$ cat config.mk
export PLATFORM = sky130hd
export DESIGN_NAME = gwmm_ctrl
export DESIGN_NICKNAME = d
export VERILOG_FILES = /design/src/hw/rtl/gwmm_pkg.sv /design/src/hw/rtl/gwmm_ctrl.sv
export SDC_FILE = /design/constraint.sdc
export NUM_CORES = 1
export LEC_CHECK = 0
export ABC_AREA = 1
export BUFFER_PORTS_ARGS = -buffer_cell sky130_fd_sc_hd__buf_2
export CORE_AREA = 5 5 42 44
export CTS_BUF_LIST = sky130_fd_sc_hd__clkbuf_4 sky130_fd_sc_hd__clkbuf_8
export CTS_CLUSTER_DIAMETER = 60
export DETAILED_ROUTE_END_ITERATION = 7
export DIE_AREA = 0 0 47 49
export GPL_ROUTABILITY_DRIVEN = 0
export PLACE_DENSITY_LB_ADDON = 0.1
export SLEW_MARGIN = 20
export SYNTH_ARGS = -nofsm -noshare
export SYNTH_HDL_FRONTEND = slang
export SYNTH_SLANG_ARGS = --single-unit
$ cat constraint.sdc
create_clock -name clk -period 2.5 [get_ports clk]
set_input_delay 0.375 -clock clk [delete_from_list [all_inputs] [get_ports clk]]
set_output_delay 0.375 -clock clk [all_outputs]
set_load 0.03 [all_outputs]
$ cat src/hw/rtl/gwmm_pkg.sv
// Package for the gray window min/max filter.
// Holds register codes, defaults, controller states and the command/status structs.
`timescale 1ns / 1ps
`default_nettype none
package gwmm_pkg;

	localparam int DefMaxWidth  = 4096;
	localparam int DefMaxHeight = 4096;
	localparam int DefMaxRadius = 8;

	localparam int CfgDataW = 13;
	localparam int CfgIdxW  = 2;
	localparam int PixW     = 8;

	localparam logic [12:0] RstWidth  = 13'd640;
	localparam logic [12:0] RstHeight = 13'd480;
	localparam logic [3:0]  RstRadius = 4'd1;
	localparam logic [PixW-1:0] PixMax = 8'd255;

	typedef enum logic [CfgIdxW-1:0] {
		REG_WIDTH  = 2'd0,
		REG_HEIGHT = 2'd1,
		REG_RADIUS = 2'd2,
		REG_MODE   = 2'd3
	} reg_idx_t;

	typedef enum logic [1:0] {
		S_IDLE,
		S_READ,
		S_WAIT,
		S_OUT
	} state_t;

	typedef struct packed {
		logic accept;
		logic start;
		logic rd;
		logic deliver;
	} ctl_cmd_t;

	typedef struct packed {
		logic emit;
		logic rd_last;
	} ctl_sts_t;

endpackage
`default_nettype wire

$ cat src/hw/rtl/gwmm_ctrl.sv
// Controller state machine of the gray window min/max filter.
// Depends on gwmm_pkg; drives the datapath by command struct.
`timescale 1ns / 1ps
`default_nettype none
module gwmm_ctrl (
	input  wire logic                clk,
	input  wire logic                arst_n,
	input  wire logic                in_valid,
	output logic                     in_ready,
	output logic                     out_valid,
	input  wire logic                out_ready,
	input  wire gwmm_pkg::ctl_sts_t  sts,
	output gwmm_pkg::ctl_cmd_t       cmd,
	output gwmm_pkg::state_t         state
);
	import gwmm_pkg::*;

	state_t state_q, state_d;

	always_ff @(posedge clk or negedge arst_n) begin
		if (!arst_n) begin
			state_q <= S_IDLE;
		end else begin
			state_q <= state_d;
		end
	end

	always_comb begin
		state_d = state_q;
		unique case (state_q)
			S_IDLE: begin
				if (in_valid && sts.emit) state_d = S_READ;
			end
			S_READ: begin
				if (sts.rd_last) state_d = S_WAIT;
			end
			S_WAIT: state_d = S_OUT;
			S_OUT: begin
				if (out_ready) state_d = S_IDLE;
			end
			default: state_d = S_IDLE;
		endcase
	end

	always_comb begin
		in_ready    = 1'b0;
		out_valid   = 1'b0;
		cmd         = '0;
		unique case (state_q)
			S_IDLE: begin
				in_ready   = 1'b1;
				cmd.accept = in_valid;
				cmd.start  = in_valid && sts.emit;
			end
			S_READ: cmd.rd = 1'b1;
			S_WAIT: ;
			S_OUT: begin
				out_valid   = 1'b1;
				cmd.deliver = out_ready;
			end
			default: ;
		endcase
	end

	assign state = state_q;

endmodule
`default_nettype wire

### Word level (Yosys, flattened, before mapping)

Cells that the tools add are included.

| storage, ports and cells | value |
|---|---|
| register bits after elaboration | 2 |
| input port bits | 6 |
| word-level logic and storage cells | 19 |

| operators by class | value |
|---|---|
| equal/unequal tests | 6 |
| mux-type cells | 9 |
| reductions and logical operators | 3 |

Operator list:

| kind | count |
|---|---|
| $mux 2 | 4 |
| $pmux 2 s4 | 1 |
| $ne 2x2->1 const B | 3 |
| $eq 2x2->1 const B | 2 |
| $mux 1 | 4 |
| $reduce_and 3->1 | 1 |
| $eq 2x1->1 const B | 1 |
| $logic_not 2->1 | 1 |
| $logic_and 1x1->1 | 1 |

### Longest topological paths before layout

| logic depth | value |
|---|---|
| depth in word-level cells | 3 |
| depth in mapped cells | 6 |
| mapped depth without buffers | 6 |

### Worst setup path after synthesis

OpenSTA, ideal clock, no wires.

| timing path | value |
|---|---|
| path kind | register -> output |
| from | reg state_q[0] (netlist: state[0]) |
| to | out cmd[2] (netlist bit) |
| data arrival time | 1.569 ns |
| path slack | 0.556 ns |
| stages on the path, launching flop included | 5 |
| path through | dfrtp_1 -> inv_1 -> ha_1 -> nand2_1 -> nor2_1 |

RTL lines:

| what | line | source |
|---|---|---|
| start, declared | gwmm_ctrl.sv:18 | `state_t state_q, state_d;` |
| start signal, assigned | gwmm_ctrl.sv:24 | `state_q <= state_d;` |
| end, declared | gwmm_ctrl.sv:13 | `output gwmm_pkg::ctl_cmd_t cmd,` |

==> flow_metrics.tcl <==
set metrics [dict create \
    synthToLayoutAreaGrowth_pct 53.1 \
    rsz0062_at_grt "false" \
    yosysSeqAreaShare_pct 22.6 \
    cap_violations 0 \
    die_h_um 49 \
    dp_slack_ns 1.01 \
    rows 14 \
    p_per_area_mw_per_mm2 1360 \
    port_buffers 13 \
    fin_crit_sh_pct 68.3 \
    path_max_fanout 5 \
    largest_register_ffs 2 \
    vias 231 \
    leakage_nw 0.230 \
    worst_slack_ns 0.792 \
    grt.overflow.total 0 \
    final-setup-viol-count 0 \
    endpoint_kind "output port" \
    clock-sinks 2 \
    wire_per_inst_um 7.66 \
    cp.arrival_ns 1.33 \
    synth_warnings 0 \
    ys_seq_elements 2 \
    nNetsFinal 61 \
    totalWireLength_um 490 \
    drc 0 \
    fin_skew_ns 0.00265 \
    final_layout_size_suffix_gt1_share_pct 41.7 \
    synth_area_leaders "ha_1, dfrtp_1, inv_1" \
    worstMarginPinSlew_ns 0.156 \
    core_region_area_mm2 0.00140 \
    initial_utilization_pct 15.8 \
    slew_headroom_pct 89.6 \
    path_clk_slew_ns 0.03 \
    cts.path.max_buffers 2 \
    nFillCells 174 \
    antenna_left 0 \
    yosysUniqueCellTypes 8 \
    multi_input_area_um2 138 \
    via_per_inst 3.61 \
    insertion_delay_ns 0.22 \
    hpwlAfterDp_um 444 \
    yosys.area.top_type "ha_1" \
    cp-start-kind "flip-flop" \
    drt_pre_antenna_iters 2 \
    cp.required_ns 2.12 \
    path_class "reg -> out" \
    synth_top_area_share_pct 28.2 \
    synth_nets 42 \
    cts_tree "done" \
    hp-class "in -> async" \
    grt_pass1_wl_um 841 \
    top_level_ports 14 \
    h-tree-depth 1 \
    ctsResizeCount 0 \
    min_period_ns 1.71 \
    n_antenna_cell 0 \
    finalMaxSlewViolations 0 \
    final.setup.tns_ns 0 \
    hold_viol 0 \
    grt_use_total_pct 5.28 \
    cts-root-buf "clkbuf_4" \
    die_w_um 47 \
    drtIter0Drc 4 \
    grt_pass1_vias 220 \
    grt_max_degree 6 \
    status "completed" \
    syn-instance-count 31 \
    antenna_found_initial 0 \
    syn_avg_cell_area_um2 7.14 \
    dieArea_mm2 0.00230 \
    max_clock_freq_ghz 0.586 \
    cts_buffers 3 \
    irDropWorstVdd_mv 0.452 \
    regArea_um2 50.0 \
    syn_area_um2 221 \
]
-- final timing paths --
path | start | end | slack, ns | cells past startpoint
worst max register to register | state[0] | state[1] | 1.36 | 6
min in group clk | sts[0] | state[1] | 0.54 | 5
max in group asynchronous | arst_n | state[1] | 1.95 | 2
worst min-delay path | arst_n | state[0] | 0.46 | 2
worst min register to register | state[1] | state[1] | 0.55 | 2
worst max-delay path | state[0] | cmd[2] | 0.79 | 5
-- worst max-delay path, cell delays in order (launching register included) --
cell and delay, ns:
dfrtp_1 0.41, inv_1 0.12, ha_1 0.21, nand2_1 0.09, nor2_1 0.08, buf_2 0.20
-- per-layer routing --
metal	part of all wire [%]	track usage [%]	vias up	wire [um]
met3	11	1.11	0	54
li1	-	-	125	-
met2	57	8.82	7	278
met1	32	4.61	99	156
met5	0	0	-	0
met4	0	5.53	0	0
-- timing repair --
action | CTS | global route
endpoints found under the setup margin | 0 | 0
hold buffers | 1 | 0
hold endpoints to repair | 2 | 0
buffers inserted | 0 | 0
-- layout make-up --
type	instances	share of cell area, %
Clock buffer	3	6.64
Inverter	9	9.96
Multi-Input combinational cell	20	40.6
Sequential cell	2	14.8
Tap cell	16	5.90
Timing Repair Buffer	14	22.1
-- where the power goes --
part           switching, mW  total, mW  internal (mW)
clock                 0.0185     0.0715         0.0530
sequential            0.0200     0.0708         0.0507
combinational          0.218      0.319          0.101
-- synthesized netlist by cell type --
library cell	number
nand4_1	2
nand2_1	8
inv_1	9
dfrtp_1	2
ha_1	5
nand3_2	1
nand2_2	3
nor2_1	1
-- cells by family (layout without fill, tap and decap cells) --
group | count (synthesis) | count (layout) | synth area share (%)
adder cells (fa/ha/maj) | 5 | 5 | 28.2
buffers and inverters | 9 | 26 | 15.3
flip-flops | 2 | 2 | 22.6
AND/OR/NAND/NOR | 15 | 15 | 33.9
-- layout by cell type, fill, tap and decap left out, types with 2 or more instances in the layout --
cell type	netlist	final
dfrtp_1	2	2
inv_1	9	9
nand2_2	3	3
ha_1	5	5
nand2_1	8	8
nand4_1	2	2
clkbuf_4	0	3
buf_2	0	13
-- through the flow --
stage	std cells	cell area (um2)	total power, mW	util, %	hold slack [ns]
after detailed placement	60	307	0.398	21.9	0.160
after floorplan	31	221	0.318	-	0.0794
after global routing	64	339	0.517	24.2	0.447
after CTS	64	339	0.476	24.2	0.454
after global placement	60	307	0.396	21.9	0.159
final	64	339	0.461	24.2	0.456
Note: power is estimated with default switching activity, not from simulation.
